<file path="src/rtl/dcpv_pkg.sv">
`timescale 1ns / 1ps
`default_nettype none

package dcpv_pkg;

  // field widths fixed by the pixel and result formats
  localparam int LEVEL_W  = 8;
  localparam int COLUMN_W = 12;
  localparam int BONUS_W  = 4;
  localparam int TOTAL_W  = 24;
  localparam int INC_W    = BONUS_W + 1;
  localparam int CFG_IDX_W  = 2;
  localparam int CFG_DATA_W = 12;

  // depth of the command queue and the result queue (power of two)
  localparam int QUEUE_DEPTH = 2;

  // configuration register indexes
  localparam logic [CFG_IDX_W-1:0] REG_MIN_LEVEL  = 2'd0;
  localparam logic [CFG_IDX_W-1:0] REG_BAND_START = 2'd1;
  localparam logic [CFG_IDX_W-1:0] REG_BAND_END   = 2'd2;
  localparam logic [CFG_IDX_W-1:0] REG_BAND_BONUS = 2'd3;

  // configuration reset values
  localparam logic [LEVEL_W-1:0]  MIN_LEVEL_RST  = 8'd125;
  localparam logic [COLUMN_W-1:0] BAND_START_RST = 12'd128;
  localparam logic [COLUMN_W-1:0] BAND_END_RST   = 12'd512;
  localparam logic [BONUS_W-1:0]  BAND_BONUS_RST = 4'd3;

  // vote codes carried from front to back
  localparam logic [1:0] VOTE_NONE  = 2'd0;
  localparam logic [1:0] VOTE_BLUE  = 2'd1;
  localparam logic [1:0] VOTE_GREEN = 2'd2;
  localparam logic [1:0] VOTE_RED   = 2'd3;

  // verdict codes
  localparam logic [1:0] VERDICT_BLUE  = 2'd0;
  localparam logic [1:0] VERDICT_GREEN = 2'd1;
  localparam logic [1:0] VERDICT_RED   = 2'd2;

  typedef struct packed {
    logic [LEVEL_W-1:0]  blue_level;
    logic [LEVEL_W-1:0]  green_level;
    logic [LEVEL_W-1:0]  red_level;
    logic [COLUMN_W-1:0] column_index;
    logic                frame_end;
  } pixel_t;

  typedef struct packed {
    logic [1:0]         verdict;
    logic [TOTAL_W-1:0] blue_total;
    logic [TOTAL_W-1:0] green_total;
    logic [TOTAL_W-1:0] red_total;
  } result_t;

  typedef struct packed {
    logic [1:0]       vote;
    logic [INC_W-1:0] inc;
    logic             last;
  } vote_t;

endpackage

`default_nettype wire

</file>
<file path="src/rtl/dcpv_queue.sv">
`timescale 1ns / 1ps
`default_nettype none

module dcpv_queue #(
  parameter int WIDTH = 8,
  parameter int DEPTH = 2
) (
  input  wire logic             clk,
  input  wire logic             rst_n,
  input  wire logic             push,
  input  wire logic [WIDTH-1:0] push_data,
  output logic                  full,
  input  wire logic             pop,
  output logic [WIDTH-1:0]      pop_data,
  output logic                  empty
);

  localparam int PtrW = (DEPTH > 1) ? $clog2(DEPTH) : 1;
  localparam int CntW = $clog2(DEPTH + 1);

  logic [WIDTH-1:0] mem_r [DEPTH];
  logic [PtrW-1:0]  wr_ptr_r, wr_ptr_nxt;
  logic [PtrW-1:0]  rd_ptr_r, rd_ptr_nxt;
  logic [CntW-1:0]  count_r, count_nxt;

  assign full     = (count_r == CntW'(DEPTH));
  assign empty    = (count_r == '0);
  assign pop_data = mem_r[rd_ptr_r];

  // pointer and fill count update
  always_comb begin
    wr_ptr_nxt = push ? wr_ptr_r + 1'b1 : wr_ptr_r;
    rd_ptr_nxt = pop ? rd_ptr_r + 1'b1 : rd_ptr_r;
    count_nxt  = count_r;
    if (push && !pop) begin
      count_nxt = count_r + 1'b1;
    end else if (pop && !push) begin
      count_nxt = count_r - 1'b1;
    end
  end

  always_ff @(posedge clk) begin
    if (!rst_n) begin
      wr_ptr_r <= '0;
      rd_ptr_r <= '0;
      count_r  <= '0;
    end else begin
      wr_ptr_r <= wr_ptr_nxt;
      rd_ptr_r <= rd_ptr_nxt;
      count_r  <= count_nxt;
    end
  end

  // storage write
  always_ff @(posedge clk) begin
    if (push) begin
      mem_r[wr_ptr_r] <= push_data;
    end
  end

  a_no_overflow : assert property (@(posedge clk) disable iff (!rst_n)
    !(push && full && !pop))
    else $error("queue written while full");

  a_no_underflow : assert property (@(posedge clk) disable iff (!rst_n)
    !(pop && empty))
    else $error("queue read while empty");

  a_count_bound : assert property (@(posedge clk) disable iff (!rst_n)
    count_r <= CntW'(DEPTH))
    else $error("queue fill count out of range");

endmodule

`default_nettype wire

</file>
<file path="src/rtl/dcpv_front.sv">
`timescale 1ns / 1ps
`default_nettype none

module dcpv_front import dcpv_pkg::*; #(
  parameter int COLUMN_WIDTH = 12
) (
  input  wire logic                  clk,
  input  wire logic                  rst_n,
  input  wire logic                  cfg_valid,
  output logic                       cfg_ready,
  input  wire logic [CFG_IDX_W-1:0]  cfg_index,
  input  wire logic [CFG_DATA_W-1:0] cfg_data,
  input  wire pixel_t                pix,
  output vote_t                      vote_cmd
);

  localparam logic [COLUMN_W-1:0] ColMask = (COLUMN_WIDTH >= COLUMN_W) ? {COLUMN_W{1'b1}} :
    COLUMN_W'((32'd1 << COLUMN_WIDTH) - 32'd1);

  logic [LEVEL_W-1:0]  min_level_r;
  logic [COLUMN_W-1:0] band_start_r;
  logic [COLUMN_W-1:0] band_end_r;
  logic [BONUS_W-1:0]  band_bonus_r;

  logic [COLUMN_W-1:0] col;
  logic                in_band;
  logic                blue_win, green_win, red_win;

  assign cfg_ready = 1'b1;

  // configuration registers
  always_ff @(posedge clk) begin
    if (!rst_n) begin
      min_level_r  <= MIN_LEVEL_RST;
      band_start_r <= BAND_START_RST;
      band_end_r   <= BAND_END_RST;
      band_bonus_r <= BAND_BONUS_RST;
    end else if (cfg_valid && cfg_ready) begin
      case (cfg_index)
        REG_MIN_LEVEL:  min_level_r  <= cfg_data[LEVEL_W-1:0];
        REG_BAND_START: band_start_r <= cfg_data[COLUMN_W-1:0];
        REG_BAND_END:   band_end_r   <= cfg_data[COLUMN_W-1:0];
        REG_BAND_BONUS: band_bonus_r <= cfg_data[BONUS_W-1:0];
        default: ;
      endcase
    end
  end

  // a dominates b and c: 2a > 3b, 2a > 3c and a above the level threshold
  function automatic logic dominates(input logic [LEVEL_W-1:0] a,
                                     input logic [LEVEL_W-1:0] b,
                                     input logic [LEVEL_W-1:0] c,
                                     input logic [LEVEL_W-1:0] lvl);
    logic [LEVEL_W+1:0] a2, b3, c3;
    a2 = {1'b0, a, 1'b0};
    b3 = {1'b0, b, 1'b0} + {2'b00, b};
    c3 = {1'b0, c, 1'b0} + {2'b00, c};
    return (a2 > b3) && (a2 > c3) && (a > lvl);
  endfunction

  // column band test
  assign col     = pix.column_index & ColMask;
  assign in_band = (col > band_start_r) && (col < band_end_r);

  // channel tests, blue first
  assign blue_win  = dominates(pix.blue_level, pix.green_level, pix.red_level, min_level_r);
  assign green_win = dominates(pix.green_level, pix.blue_level, pix.red_level, min_level_r);
  assign red_win   = dominates(pix.red_level, pix.blue_level, pix.green_level, min_level_r);

  // build the command for the back end
  always_comb begin
    vote_cmd.last = pix.frame_end;
    vote_cmd.inc  = in_band ? INC_W'(band_bonus_r) + INC_W'(1) : INC_W'(1);
    if (blue_win) begin
      vote_cmd.vote = VOTE_BLUE;
    end else if (green_win) begin
      vote_cmd.vote = VOTE_GREEN;
    end else if (red_win) begin
      vote_cmd.vote = VOTE_RED;
    end else begin
      vote_cmd.vote = VOTE_NONE;
    end
  end

endmodule

`default_nettype wire

</file>
<file path="src/rtl/dcpv_back.sv">
`timescale 1ns / 1ps
`default_nettype none

module dcpv_back import dcpv_pkg::*; #(
  parameter int COUNT_WIDTH = 24
) (
  input  wire logic  clk,
  input  wire logic  rst_n,
  input  wire vote_t cmd,
  input  wire logic  cmd_empty,
  output logic       cmd_pop,
  input  wire logic  res_full,
  output logic       res_push,
  output result_t    res
);

  localparam int WideW = (COUNT_WIDTH > TOTAL_W) ? COUNT_WIDTH : TOTAL_W;

  logic [COUNT_WIDTH-1:0] blue_acc_r, blue_acc_nxt;
  logic [COUNT_WIDTH-1:0] green_acc_r, green_acc_nxt;
  logic [COUNT_WIDTH-1:0] red_acc_r, red_acc_nxt;
  logic [COUNT_WIDTH-1:0] blue_upd, green_upd, red_upd;
  logic [WideW-1:0]       blue_wide, green_wide, red_wide;

  function automatic logic [COUNT_WIDTH-1:0] sat_add(input logic [COUNT_WIDTH-1:0] acc,
                                                     input logic [INC_W-1:0] inc);
    logic [COUNT_WIDTH:0] sum;
    sum = {1'b0, acc} + (COUNT_WIDTH+1)'(inc);
    return sum[COUNT_WIDTH] ? {COUNT_WIDTH{1'b1}} : sum[COUNT_WIDTH-1:0];
  endfunction

  // a closing command waits for room in the result queue
  assign cmd_pop  = !cmd_empty && (!cmd.last || !res_full);
  assign res_push = cmd_pop && cmd.last;

  // counters after this pixel's vote
  assign blue_upd  = (cmd.vote == VOTE_BLUE) ? sat_add(blue_acc_r, cmd.inc) : blue_acc_r;
  assign green_upd = (cmd.vote == VOTE_GREEN) ? sat_add(green_acc_r, cmd.inc) : green_acc_r;
  assign red_upd   = (cmd.vote == VOTE_RED) ? sat_add(red_acc_r, cmd.inc) : red_acc_r;

  // result formed from the updated counters
  assign blue_wide  = WideW'(blue_upd);
  assign green_wide = WideW'(green_upd);
  assign red_wide   = WideW'(red_upd);

  always_comb begin
    res.blue_total  = blue_wide[TOTAL_W-1:0];
    res.green_total = green_wide[TOTAL_W-1:0];
    res.red_total   = red_wide[TOTAL_W-1:0];
    if (blue_upd > green_upd && blue_upd > red_upd) begin
      res.verdict = VERDICT_BLUE;
    end else if (green_upd > blue_upd && green_upd > red_upd) begin
      res.verdict = VERDICT_GREEN;
    end else begin
      res.verdict = VERDICT_RED;
    end
  end

  // counter update, cleared after a frame closes
  always_comb begin
    blue_acc_nxt  = blue_acc_r;
    green_acc_nxt = green_acc_r;
    red_acc_nxt   = red_acc_r;
    if (cmd_pop) begin
      if (cmd.last) begin
        blue_acc_nxt  = '0;
        green_acc_nxt = '0;
        red_acc_nxt   = '0;
      end else begin
        blue_acc_nxt  = blue_upd;
        green_acc_nxt = green_upd;
        red_acc_nxt   = red_upd;
      end
    end
  end

  always_ff @(posedge clk) begin
    if (!rst_n) begin
      blue_acc_r  <= '0;
      green_acc_r <= '0;
      red_acc_r   <= '0;
    end else begin
      blue_acc_r  <= blue_acc_nxt;
      green_acc_r <= green_acc_nxt;
      red_acc_r   <= red_acc_nxt;
    end
  end

  a_clear_after_frame : assert property (@(posedge clk) disable iff (!rst_n)
    (cmd_pop && cmd.last) |=> (blue_acc_r == '0 && green_acc_r == '0 && red_acc_r == '0))
    else $error("counters not cleared after frame end");

  a_hold_when_idle : assert property (@(posedge clk) disable iff (!rst_n)
    !cmd_pop |=> ($stable(blue_acc_r) && $stable(green_acc_r) && $stable(red_acc_r)))
    else $error("counters changed without a command");

  a_single_vote : assert property (@(posedge clk) disable iff (!rst_n)
    (cmd_pop && !cmd.last) |=> ($countones({blue_acc_r != $past(blue_acc_r),
      green_acc_r != $past(green_acc_r), red_acc_r != $past(red_acc_r)}) <= 1))
    else $error("more than one counter moved on one pixel");

endmodule

`default_nettype wire

</file>
<file path="src/rtl/dominant_colour_pixel_vote.sv">
`timescale 1ns / 1ps
`default_nettype none

// Dominant colour vote over a pixel stream. One pixel item is taken per clock
// while in_full is low. The front end tests the pixel (blue, green, red in
// that order, each against the level threshold and 2a > 3b against the other
// two) and the column band, and writes a vote command into a two-entry queue;
// the back end applies one command per clock to three saturating counters
// unless a closing command waits for room in the result queue. On a
// frame_end pixel the back end forms the totals and verdict from the counters
// including that pixel, writes them into a two-entry result queue and clears
// the counters. A closing pixel passes the command queue and its result the
// result queue before the result shows on the result ports. in_full rises
// only when the result queue is full and the command queue has filled behind
// it; configuration writes complete in the cycle they are presented.
module dominant_colour_pixel_vote import dcpv_pkg::*; #(
  parameter int COUNT_WIDTH  = 24,
  parameter int COLUMN_WIDTH = 12
) (
  input  wire logic                  clk,
  input  wire logic                  rst_n,
  // pixel input
  input  wire logic                  in_push,
  input  wire pixel_t                in_data,
  output logic                       in_full,
  // result output
  output logic                       out_empty,
  input  wire logic                  out_pop,
  output result_t                    out_data,
  // configuration writes
  input  wire logic                  cfg_valid,
  output logic                       cfg_ready,
  input  wire logic [CFG_IDX_W-1:0]  cfg_index,
  input  wire logic [CFG_DATA_W-1:0] cfg_data
);

  vote_t   front_cmd;
  vote_t   back_cmd;
  logic    cmd_push;
  logic    cmd_empty;
  logic    cmd_pop;
  logic    res_full;
  logic    res_push;
  result_t res;

  assign cmd_push = in_push && !in_full;

  // pixel classification and configuration
  dcpv_front #(
    .COLUMN_WIDTH (COLUMN_WIDTH)
  ) u_front (
    .clk       (clk),
    .rst_n     (rst_n),
    .cfg_valid (cfg_valid),
    .cfg_ready (cfg_ready),
    .cfg_index (cfg_index),
    .cfg_data  (cfg_data),
    .pix       (in_data),
    .vote_cmd  (front_cmd)
  );

  // command queue between front and back
  dcpv_queue #(
    .WIDTH ($bits(vote_t)),
    .DEPTH (QUEUE_DEPTH)
  ) u_cmd_q (
    .clk       (clk),
    .rst_n     (rst_n),
    .push      (cmd_push),
    .push_data (front_cmd),
    .full      (in_full),
    .pop       (cmd_pop),
    .pop_data  (back_cmd),
    .empty     (cmd_empty)
  );

  // counters and result forming
  dcpv_back #(
    .COUNT_WIDTH (COUNT_WIDTH)
  ) u_back (
    .clk       (clk),
    .rst_n     (rst_n),
    .cmd       (back_cmd),
    .cmd_empty (cmd_empty),
    .cmd_pop   (cmd_pop),
    .res_full  (res_full),
    .res_push  (res_push),
    .res       (res)
  );

  // result queue
  dcpv_queue #(
    .WIDTH ($bits(result_t)),
    .DEPTH (QUEUE_DEPTH)
  ) u_res_q (
    .clk       (clk),
    .rst_n     (rst_n),
    .push      (res_push),
    .push_data (res),
    .full      (res_full),
    .pop       (out_pop && !out_empty),
    .pop_data  (out_data),
    .empty     (out_empty)
  );

endmodule

`default_nettype wire

</file>
<file path="config.mk">
export PLATFORM = sky130hd
export DESIGN_NAME = dominant_colour_pixel_vote
export DESIGN_NICKNAME = d
export VERILOG_FILES = /design/src/rtl/dcpv_pkg.sv /design/src/rtl/dcpv_queue.sv /design/src/rtl/dcpv_front.sv /design/src/rtl/dcpv_back.sv /design/src/rtl/dominant_colour_pixel_vote.sv
export SDC_FILE = /design/constraint.sdc
export NUM_CORES = 1
export LEC_CHECK = 0
export BUFFER_PORTS_ARGS = -buffer_cell sky130_fd_sc_hd__buf_4
export CAP_MARGIN = 20
export CORE_MARGIN = 2
export CORE_UTILIZATION = 40
export DETAILED_ROUTE_END_ITERATION = 12
export PLACE_DENSITY = 0.69
export SLEW_MARGIN = 20
export SYNTH_ARGS = -nofsm -noshare
export SYNTH_HDL_FRONTEND = slang
export SYNTH_SLANG_ARGS = --single-unit
</file>
<file path="constraint.sdc">
create_clock -name clk -period 8.6 [get_ports clk]
set_clock_uncertainty 0.1 [all_clocks]
set_input_delay 1.29 -clock clk [delete_from_list [all_inputs] [get_ports clk]]
set_output_delay 1.29 -clock clk [all_outputs]
set_load 0.005 [all_outputs]
</file>
==> impl_metrics.yaml, run 1 <==
run:
  cap_violations: 0
global_routing:
  global_route_overflow: 0
  initial_antenna_violation_count: 0
  grt_max_degree: 119
  first_global_vias: 13310
  globalRouteTotalUtil_pct: 19.30
  global_route_wire_length_before_repair_um: 71980
finish:
  synthToLayoutAreaGrowth_pct: 14.94
  final_layout_size_suffix_gt1_share_pct: 16.61
  layoutNonFillerInstCount: 2494
  antenna_cells: 0
  final_nets: 2134
timing:
  setup_viol: 0
  timing.slew.headroom_pct: 30.81
  hold_violations: 0
  maxClockFrequency_mhz: 174.8
  layout_setup_ws_ns: 2.878
  finalCritPeriodShare_pct: 66.54
  drv_slew: 0
  grt_setup_unrepaired: "false"
  setup-tns-final_ns: 0
  min_period_ns: 5.722
  worst_margin_pin_slew_ns: 1.027
yosys:
  synthesis.yosys.warnings: 0
  synth_edf_count: 164
  synth-async-reset-ratio_pct: 0
  synth-main-ff-cell: "sky130_fd_sc_hd__edfxtp_1"
  netlist_area_mm2: 0.01779
  ys_types: 80
  syn-instance-count: 1760
  synth_nets: 2016
  avgSynthCellArea_um2: 10.11
  yosysSeqAreaShare_pct: 40.96
  yosys_register_bits: 282
clocking:
  cts.hold.buffers_added: 0
  total_clock_buffers_created_by_cts: 30
  post_cts.resized_instances: 0
  ctsRootBufferMaster: "sky130_fd_sc_hd__clkbuf_16"
  tritoncts: "built"
  cts-htree-levels: 1
  clock-sinks: 282
  clockBufferDepth: 3
  clock_transition_at_the_registers_of_the_reported_paths_ns: 0.06
  postCtsSetupRepairBufs: 0
  clk-insertion-delay-late_ns: 0.59
setup_path:
  ws_path_type: "reg -> reg"
  critical_path.endpoint_type: "flip-flop"
  critical_path_s_top_delay_family: "compound AO/OA/AOI/OAI gates"
  crit_arrival_ns: 6.04
  worstPathMaxFanout: 16
  start_kind: "flip-flop"
  critical_path_buf_inv_count: 1
  worstPathRequired_ns: 8.92
  slowest_delay_ns: 0.56
  cp_common_cell: "sky130_fd_sc_hd__o21a_1"
  crit_path_cell_trace: "mux2_2, ha_1, fa_1, a211o_1, a21oi_1, nor3b_1, nand3_1, nand2_1, inv_1, ha_1, nor2b_1, o21a_1, o21a_1, o21a_1, o21a_1, o211ai_1, a211oi_1, nor4_1, nor4_2, a31oi_1"
  standard_cell_with_the_maximum_stage_delay_on_the_critical_path: "sky130_fd_sc_hd__dfxtp_1"
routing:
  iter_0_drt_violations: 912
  drt_drc_violations_left: 0
  drt-vias-per-instance: 5.480
  routed-via-count: 13670
  finalWirelength_um: 45440
  drt.antenna.violating_nets: 0
  routedWlPerCell_um: 18.22
  firstDrtPassIters: 6
power:
  power_density_mw_per_mm2: 228.5
  vdd.ir_drop.worst_mv: 0.1644
  leak_nw: 8.246
  design_power_total_mw: 4.673
die:
  initial_core_util_pct: 40.41
  dieHeight_um: 214.9
  core_area_mm2: 0.04403
  die_area_mm2: 0.04618
  row_count: 77
  chipWidth_um: 214.9
  io_pins: 133
placed_design:
  place.port_buffers: 131
  dp_cells: 2436
  post-place-ws_ns: 2.910
  post-dp-hpwl_um: 33360
  globalplace.congestion: 0.8978
worst_hold_path:
  hp-class: "reg -> reg"
status:
  status: "completed"
==> flip-flops by register name, summed over array words and instances (netlist names), named ones only <==
signal	cells
u_back.blue_acc_r	24
u_back.green_acc_r	24
u_back.red_acc_r	24
u_cmd_q.count_r	2
u_cmd_q.mem_r	16
u_cmd_q.rd_ptr_r	1
u_cmd_q.wr_ptr_r	1
u_front.band_bonus_r	4
u_front.band_end_r	12
u_front.band_start_r	12
u_front.min_level_r	8
u_res_q.count_r	2
u_res_q.mem_r	148
u_res_q.rd_ptr_r	1
u_res_q.wr_ptr_r	1
==> worst paths after layout <==
check	startpoint	endpoint	slack, ns	cells after the start
hold reg to reg	u_front.band_start_r[11]	u_front.band_start_r[11]	0.37	2
hold / removal	u_front.band_start_r[11]	u_front.band_start_r[11]	0.37	2
setup reg to reg	flip-flop	u_res_q.mem_r[1][73]	2.88	20
setup / recovery	flip-flop	u_res_q.mem_r[1][73]	2.88	20
==> area by class of cell <==
| class | count | area, µm² |
|---|---|---|
| fillers | 4082 | 23580 |
| multi-input cells | 1318 | 9915 |
| flip-flops and latches | 282 | 7291 |
| repair buffers | 145 | 1121 |
| clock buffers | 38 | 790.8 |
| well taps | 592 | 740.7 |
| inverters | 101 | 379.1 |
| clock inverters | 18 | 214.0 |
==> power breakdown <==
part	switching, mW	internal [mW]	total [mW]
Combinational	0.870	0.746	1.62
Sequential	0.0883	1.66	1.75
Clock	0.558	0.749	1.31
==> through the flow <==
step | hold slack [ns] | utilization, % | cell area [µm²]
6_report | 0.3657 | 46.45 | 20450
5_1_grt | 0.3895 | 46.45 | 20450
4_1_cts | 0.3710 | 46.34 | 20400
3_5_place_dp | 0.3627 | 44.06 | 19400
3_3_place_gp | 0.3551 | 44.06 | 19400
2_1_floorplan | 0.3435 | - | 17790
==> kinds of logic (layout without fill, tap and decap cells) <==
logic type      count (synthesis)  in the layout  share of synthesized area (%)
flops                         282            282                          40.96
simple gates                  530            530                          15.61
buf+inv                       160            302                          3.537
compound gates                410            410                          15.49
mux                           101            101                          6.308
fa+ha+maj                     203            203                          14.49
other cells                     1              1                        0.02108
xor+xnor                       73             73                          3.594
==> metal layers <==
metal	vias to the layer above	wire length [µm]	share of wire, %	global-route usage [%]
li1	6700	-	-	-
met1	6477	20360	45	25.96
met2	411	20970	46	31.78
met3	78	2543	5.6	2.817
met4	0	1573	3.5	6.597
met5	-	0	0	0
==> synthesized netlist by cell type, types with 45 or more instances <==
cell type / n / area share (%)
sky130_fd_sc_hd__ha_1: 194 / 14
sky130_fd_sc_hd__nand2_1: 166 / 3.5
sky130_fd_sc_hd__edfxtp_1: 164 / 28
sky130_fd_sc_hd__dfxtp_1: 118 / 13
sky130_fd_sc_hd__inv_1: 100 / 2.1
sky130_fd_sc_hd__o21ai_0: 95 / 2.7
sky130_fd_sc_hd__mux2_2: 86 / 5.4
sky130_fd_sc_hd__nor2_1: 73 / 1.5
sky130_fd_sc_hd__nor2b_1: 66 / 2.3
sky130_fd_sc_hd__a21oi_1: 62 / 1.7
sky130_fd_sc_hd__a21o_1: 53 / 2.2
sky130_fd_sc_hd__a22oi_1: 45 / 1.9
sky130_fd_sc_hd__clkbuf_1: 45 / 0.95
==> tightest hold or removal path, delay by kind of cell, from the launching register on <==
kind               cells  cell delay [ns]
DFF                    1             0.31
AOI/OAI and AO/OA      1             0.06
and+or+nand+nor        1             0.05
==> layout by cell type, fill, tap and decap left out, drive strengths merged, types with 31 or more instances in the layout <==
cell    instances
nor2           73
inv           102
ha            194
a21boi         44
buf           145
nor2b          66
a21oi          62
edfxtp        164
xor2           31
dfxtp         118
clkbuf         38
o21ai          96
o21a           33
a22oi          45
mux2           86
nand2         166
nand3          38
a21o           53
nand4          42
xnor2          42
Note: power is estimated with default switching activity, not from simulation.
==> inputs of run 2 (changes only) <==
clock period = 5.3 ns   (was 8.6 ns; I/O delays follow)
==> impl_metrics.yaml, run 2 (synthesized netlist as in run 1, its figures left out) <==
status:
  status: "completed"
die:
  die_area_mm2: 0.04618
  dieHeight_um: 214.9
  io_pins: 133
  row_count: 77
  chipWidth_um: 214.9
  initial_core_util_pct: 40.41
  core_area_mm2: 0.04403
finish:
  largest_reg_flops: 148
  final_layout_size_suffix_gt1_share_pct: 17.88
  antenna_cells: 0
  fill_cells: 4063
  synthToLayoutAreaGrowth_pct: 15.99
  max_flop_register: "u_res_q.mem_r"
  mostFrequentLayoutCells: "sky130_fd_sc_hd__ha_1 (194), sky130_fd_sc_hd__buf_4 (167), sky130_fd_sc_hd__nand2_1 (166), sky130_fd_sc_hd__edfxtp_1 (164), sky130_fd_sc_hd__dfxtp_1 (116)"
  final_nets: 2156
  layout.cells.most_common: "sky130_fd_sc_hd__ha_1"
setup_path:
  start_kind: "flip-flop"
  critical_path_buf_inv_count: 1
  crit_path_cell_trace: "mux2_2, ha_1, o21ai_0, o21ai_0, o2111a_1, nand3_1, nor2_1, and4_2, and4_1, xnor2_1, nand2_1, ha_1, nand4_1, nor4_4, inv_2, o221a_2, nor4_4, a31oi_1"
  slowest_delay_ns: 0.42
  crit_arrival_ns: 5.19
  standard_cell_with_the_maximum_stage_delay_on_the_critical_path: "sky130_fd_sc_hd__dfxtp_4"
  critical_path.endpoint_type: "flip-flop"
  ws_path_type: "reg -> reg"
  worstPathRequired_ns: 5.52
  timing.reg2reg.worst_path_depth: 18
  worstPathMaxFanout: 12
  critical_path_s_top_delay_family: "simple AND/OR/NAND/NOR gates"
  crit_cells: 18
power:
  power_density_mw_per_mm2: 371.6
  leak_nw: 8.359
  seq_power_share_pct: 37.2
  power.switching_fraction_pct: 32.38
  p_clk_share_pct: 28.2
  total_switching_power_mw: 2.483
  internal-power_mw: 5.185
  combPwrFrac_pct: 34.6
  vdd.ir_drop.worst_mv: 0.2854
routing:
  routed-via-count: 13750
  iter_0_drt_violations: 888
  finalWirelength_um: 45730
  routedWlPerCell_um: 18.17
  drt.antenna.violating_nets: 0
  drt-vias-per-instance: 5.465
  drt_drc_violations_left: 0
  firstDrtPassIters: 5
timing:
  hold_violations: 0
  hold-worst-slack_ns: 0.3112
  min_period_ns: 4.976
  finalCritPeriodShare_pct: 93.89
  grt_setup_unrepaired: "false"
  drv_slew: 0
  worst_margin_pin_slew_ns: 1.103
  setup_viol: 0
  timing.slew.headroom_pct: 26.46
  maxClockFrequency_mhz: 201.0
  setup-tns-final_ns: 0
clocking:
  clock-sinks: 282
  cts-htree-levels: 1
  tritoncts: "built"
  clk-insertion-delay-late_ns: 0.59
  total_clock_buffers_created_by_cts: 30
  clockBufferDepth: 3
  postCtsSetupRepairBufs: 0
  ctsRootBufferMaster: "sky130_fd_sc_hd__clkbuf_16"
  clock_transition_at_the_registers_of_the_reported_paths_ns: 0.06
global_routing:
  global_route_overflow: 0
  grt_max_degree: 119
  initial_antenna_violation_count: 0
  first_global_vias: 13590
  global_route_wire_length_before_repair_um: 72860
  globalRouteTotalUtil_pct: 19.56
worst_hold_path:
  timing.hold.worst_path_depth: 1
  hp-class: "in -> reg"
placed_design:
  globalplace.congestion: 0.9248
  place.port_buffers: 131
  post-dp-hpwl_um: 33950
run:
  cap_violations: 0
run 2: changes by cell type in the layout (fill, tap and decap cells not counted), moves of 2 or more:
cell / previous run / this run
sky130_fd_sc_hd__buf_4: 143 / 167
sky130_fd_sc_hd__clkinv_4: 4 / 1
sky130_fd_sc_hd__clkinvlp_4: 3 / 5
sky130_fd_sc_hd__o21ai_2: 0 / 2
run 2: power groups by stage:
| stage | clock [mW] | combinational (mW) | sequential [mW] |
|---|---|---|---|
| after floorplan | 0 | 1.68 | 2.82 |
| after global placement | 0 | 2.59 | 2.88 |
| after detailed placement | 0 | 2.64 | 2.90 |
| after CTS | 2.20 | 2.66 | 2.86 |
| after global routing | 2.28 | 2.92 | 2.89 |
| final | 2.16 | 2.65 | 2.85 |
run 2: final timing paths:
path                                             start                      to  slack (ns)
worst max-delay path                         flip-flop    u_res_q.mem_r[0][73]        0.32
worst min-delay path                        in_data[0]     u_cmd_q.mem_r[1][0]        0.31
worst max register to register               flip-flop    u_res_q.mem_r[0][73]        0.32
worst min register to register  u_front.band_end_r[10]  u_front.band_end_r[10]        0.37
run 2: worst register-to-register path, delay by kind of cell (launching register included):
family	cells	cell delay [ns]
AO/OA/AOI/OAI	5	1.00
multiplexers	1	0.40
buffers and inverters	1	0.04
AND/OR/NAND/NOR	8	1.90
XOR/XNOR	1	0.13
flip-flops	1	0.42
adder cells (fa/ha/maj)	2	0.73
run 2: area by class of cell:
| type | count | area, µm² | area share [%] |
|---|---|---|---|
| multi-input cells | 1318 | 9941 | 48.17 |
| flip-flops and latches | 282 | 7295 | 35.35 |
| repair buffers | 167 | 1254 | 6.075 |
| clock buffers | 37 | 787.0 | 3.814 |
| well taps | 592 | 740.7 | 3.589 |
| inverters | 101 | 379.1 | 1.837 |
| clock inverters | 19 | 241.5 | 1.170 |
run 2: layer usage:
layer	wire [µm]	up-vias	GRT usage, %	share of wire, %
li1	-	6735	-	-
met1	20220	6509	25.53	44
met2	21420	406	33.06	47
met3	2334	100	2.817	5.1
met4	1751	0	6.944	3.8
met5	0	-	0	0
run 2: stage by stage:
stage | cells | setup WS, ns | util [%] | power [mW] | cell area, µm²
after detailed placement | 2460 | 0.05710 | 44.47 | 5.539 | 19580
final | 2516 | 0.3237 | 46.87 | 7.668 | 20640
after CTS | 2516 | 0.05645 | 46.80 | 7.722 | 20610
after global routing | 2516 | 0.006600 | 46.87 | 8.094 | 20640
after floorplan | 1760 | 0.4029 | - | 4.497 | 17800
after global placement | 2460 | 0.1254 | 44.47 | 5.473 | 19580
run 2: repair_timing:
item | in CTS | in global routing
endpoints found under the setup margin | 0 | 4
hold buffers | 0 | 0
resized for setup | 0 | 9
hold endpoints to repair | 0 | 0
==> inputs of run 3 (changes only) <==
clock period = 4.7 ns   (was 5.3 ns; I/O delays follow)
==> impl_metrics.yaml, run 3 (synthesized netlist as in run 1, its figures left out) <==
status:
  status: "completed"
timing:
  hold_violations: 0
  finalCritPeriodShare_pct: 97.59
  setup-tns-final_ns: 0
  maxClockFrequency_mhz: 218.0
  hold-worst-slack_ns: 0.2298
  drv_slew: 0
  timing.slew.headroom_pct: 34.66
  worst_margin_pin_slew_ns: 0.9765
  setup_viol: 0
  min_period_ns: 4.587
clocking:
  clockBufferDepth: 3
  cts-htree-levels: 1
  ctsRootBufferMaster: "sky130_fd_sc_hd__clkbuf_16"
  total_clock_buffers_created_by_cts: 29
  tritoncts: "built"
  clk-insertion-delay-late_ns: 0.57
  clock-sinks: 282
  clock_transition_at_the_registers_of_the_reported_paths_ns: 0.06
global_routing:
  grt_util_met2_pct: 34.23
  first_global_vias: 13740
  initial_antenna_violation_count: 0
  global_route_overflow: 0
  globalRouteTotalUtil_pct: 19.67
  grt_max_degree: 119
  global_route_wire_length_before_repair_um: 73340
  gr-usage-met1_pct: 25.36
  gr-usage-met3_pct: 2.902
  grt_busiest_layer: "met2"
finish:
  antenna_cells: 0
  synthToLayoutAreaGrowth_pct: 19.41
  layoutNonFillerInstCount: 2569
  layout.cells.most_common: "sky130_fd_sc_hd__buf_4"
  largest_reg_flops: 148
  final_layout_size_suffix_gt1_share_pct: 22.26
  final_design_area_no_fill_mm2: 0.02125
  final_nets: 2210
  max_flop_register: "u_res_q.mem_r"
  mostFrequentLayoutCells: "sky130_fd_sc_hd__buf_4 (219), sky130_fd_sc_hd__ha_1 (185), sky130_fd_sc_hd__edfxtp_1 (164), sky130_fd_sc_hd__nand2_1 (160), sky130_fd_sc_hd__dfxtp_1 (116)"
die:
  die_area_mm2: 0.04618
  chipWidth_um: 214.9
  core_area_mm2: 0.04403
  initial_core_util_pct: 40.41
  row_count: 77
  dieHeight_um: 214.9
  io_pins: 133
placed_design:
  place.port_buffers: 131
  globalplace.congestion: 0.9563
  post-dp-hpwl_um: 35050
  dp_cells: 2507
  placedInstanceArea_mm2: 0.01993
setup_path:
  timing.rr.end: "u_res_q.mem_r[0][73]"
  ws_path_type: "reg -> reg"
  crit_arrival_ns: 4.89
  reg2reg_setup_slack_ns: 0.11
  worstPathRequired_ns: 5.00
  critical_path.endpoint_type: "flip-flop"
  timing.reg2reg.worst_path_depth: 19
  start_kind: "flip-flop"
  worstPathMaxFanout: 6
worst_hold_path:
  hp-class: "in -> reg"
  timing.hold.worst_path_depth: 1
  worst_hold_path.endpoint: "u_cmd_q.mem_r[1][0]"
  min_from: "in_data[0]"
routing:
  drt_drc_violations_left: 0
  routed-via-count: 14160
  firstDrtPassIters: 5
  iter_0_drt_violations: 942
  drt.antenna.violating_nets: 0
  finalWirelength_um: 47230
  drt-vias-per-instance: 5.512
  routedWlPerCell_um: 18.38
run:
  cap_violations: 0
power:
  leak_nw: 8.703
  vdd.ir_drop.worst_mv: 0.3081
  power_density_mw_per_mm2: 407.0
  design_power_total_mw: 8.646
## run 3: changes by cell type in the layout (fill, tap and decap cells not counted), moves of 4 or more
| cell | change |
|---|---|
| sky130_fd_sc_hd__o21ai_1 | +5 |
| sky130_fd_sc_hd__nand2_2 | +6 |
| sky130_fd_sc_hd__clkinvlp_4 | -4 |
| sky130_fd_sc_hd__o21ai_0 | -4 |
| sky130_fd_sc_hd__ha_4 | +8 |
| sky130_fd_sc_hd__a211oi_1 | -6 |
| sky130_fd_sc_hd__mux2_2 | -5 |
| sky130_fd_sc_hd__buf_4 | +52 |
| sky130_fd_sc_hd__ha_1 | -9 |
| sky130_fd_sc_hd__mux2_4 | +5 |
| sky130_fd_sc_hd__a211oi_2 | +6 |
| sky130_fd_sc_hd__nand2_1 | -6 |
## run 3: how the worst max path moves through the flow
stage,startpoint,endpoint,slack [ns]
after floorplan,flip-flop,u_res_q.mem_r[0][73],0.06
after global placement,flip-flop,u_res_q.mem_r[0][73],0.07
after detailed placement,flip-flop,u_res_q.mem_r[0][73],-0.08
after CTS,flip-flop,u_res_q.mem_r[0][73],0.02
after global routing,flip-flop,u_res_q.mem_r[0][73],-0.06
final,flip-flop,u_res_q.mem_r[0][73],0.11
## run 3: what timing repair did
action                                  in CTS  in global routing
pin swaps                                    1                 25
setup buffers                                0                  7
resized for setup                            5                 62
endpoints found under the setup margin       2                  4
hold endpoints to repair                     0                  0
hold buffers                                 0                  0
gates cloned                                 0                  0
## run 3: per-layer routing
metal,routed length [µm],share of wire [%],vias to the layer above
met5,0,0,-
met4,1605,3.4,0
met3,2559,5.4,93
met2,22530,48,440
met1,20540,43,6782
li1,-,-,6846
## run 3: stage by stage
step	util (%)	setup WS [ns]
4_1_cts	47.43	0.01898
3_5_place_dp	45.27	-0.08097
2_1_floorplan	-	0.05665
5_1_grt	48.25	-0.05564
3_3_place_gp	45.27	0.06620
6_report	48.25	0.1133
## run 3: report_power, final
| group | internal (mW) | switching (mW) | leakage [nW] |
|---|---|---|---|
| registers | 3.04 | 0.193 | 2.49 |
| logic | 1.50 | 1.67 | 5.76 |
| clock network | 1.23 | 1.01 | 0.456 |
## run 3: worst max-delay path, stage by stage, from the launching register on
cell and delay, ns:
sky130_fd_sc_hd__dfxtp_2 0.35, sky130_fd_sc_hd__buf_4 0.14, sky130_fd_sc_hd__mux2_4 0.38, sky130_fd_sc_hd__fa_2 0.41, sky130_fd_sc_hd__a211o_1 0.33, sky130_fd_sc_hd__a21oi_2 0.26
sky130_fd_sc_hd__buf_6 0.17, sky130_fd_sc_hd__nor4_2 0.05, sky130_fd_sc_hd__buf_4 0.18, sky130_fd_sc_hd__a211o_4 0.34, sky130_fd_sc_hd__inv_2 0.08, sky130_fd_sc_hd__ha_1 0.25
sky130_fd_sc_hd__o21a_1 0.11, sky130_fd_sc_hd__o21a_1 0.16, sky130_fd_sc_hd__o21a_1 0.17, sky130_fd_sc_hd__o211ai_1 0.26, sky130_fd_sc_hd__a211oi_2 0.13, sky130_fd_sc_hd__nor4_2 0.27
sky130_fd_sc_hd__nor4_4 0.10, sky130_fd_sc_hd__a31oi_1 0.19
## run 3: area by class of cell
| class | count | area (µm²) |
|---|---|---|
| fillers | 4040 | 22780 |
| multi-input cells | 1318 | 10220 |
| flip-flops and latches | 282 | 7292 |
| repair buffers | 222 | 1694 |
| clock buffers | 36 | 762.0 |
| well taps | 592 | 740.7 |
| inverters | 101 | 379.1 |
| clock inverters | 18 | 161.4 |
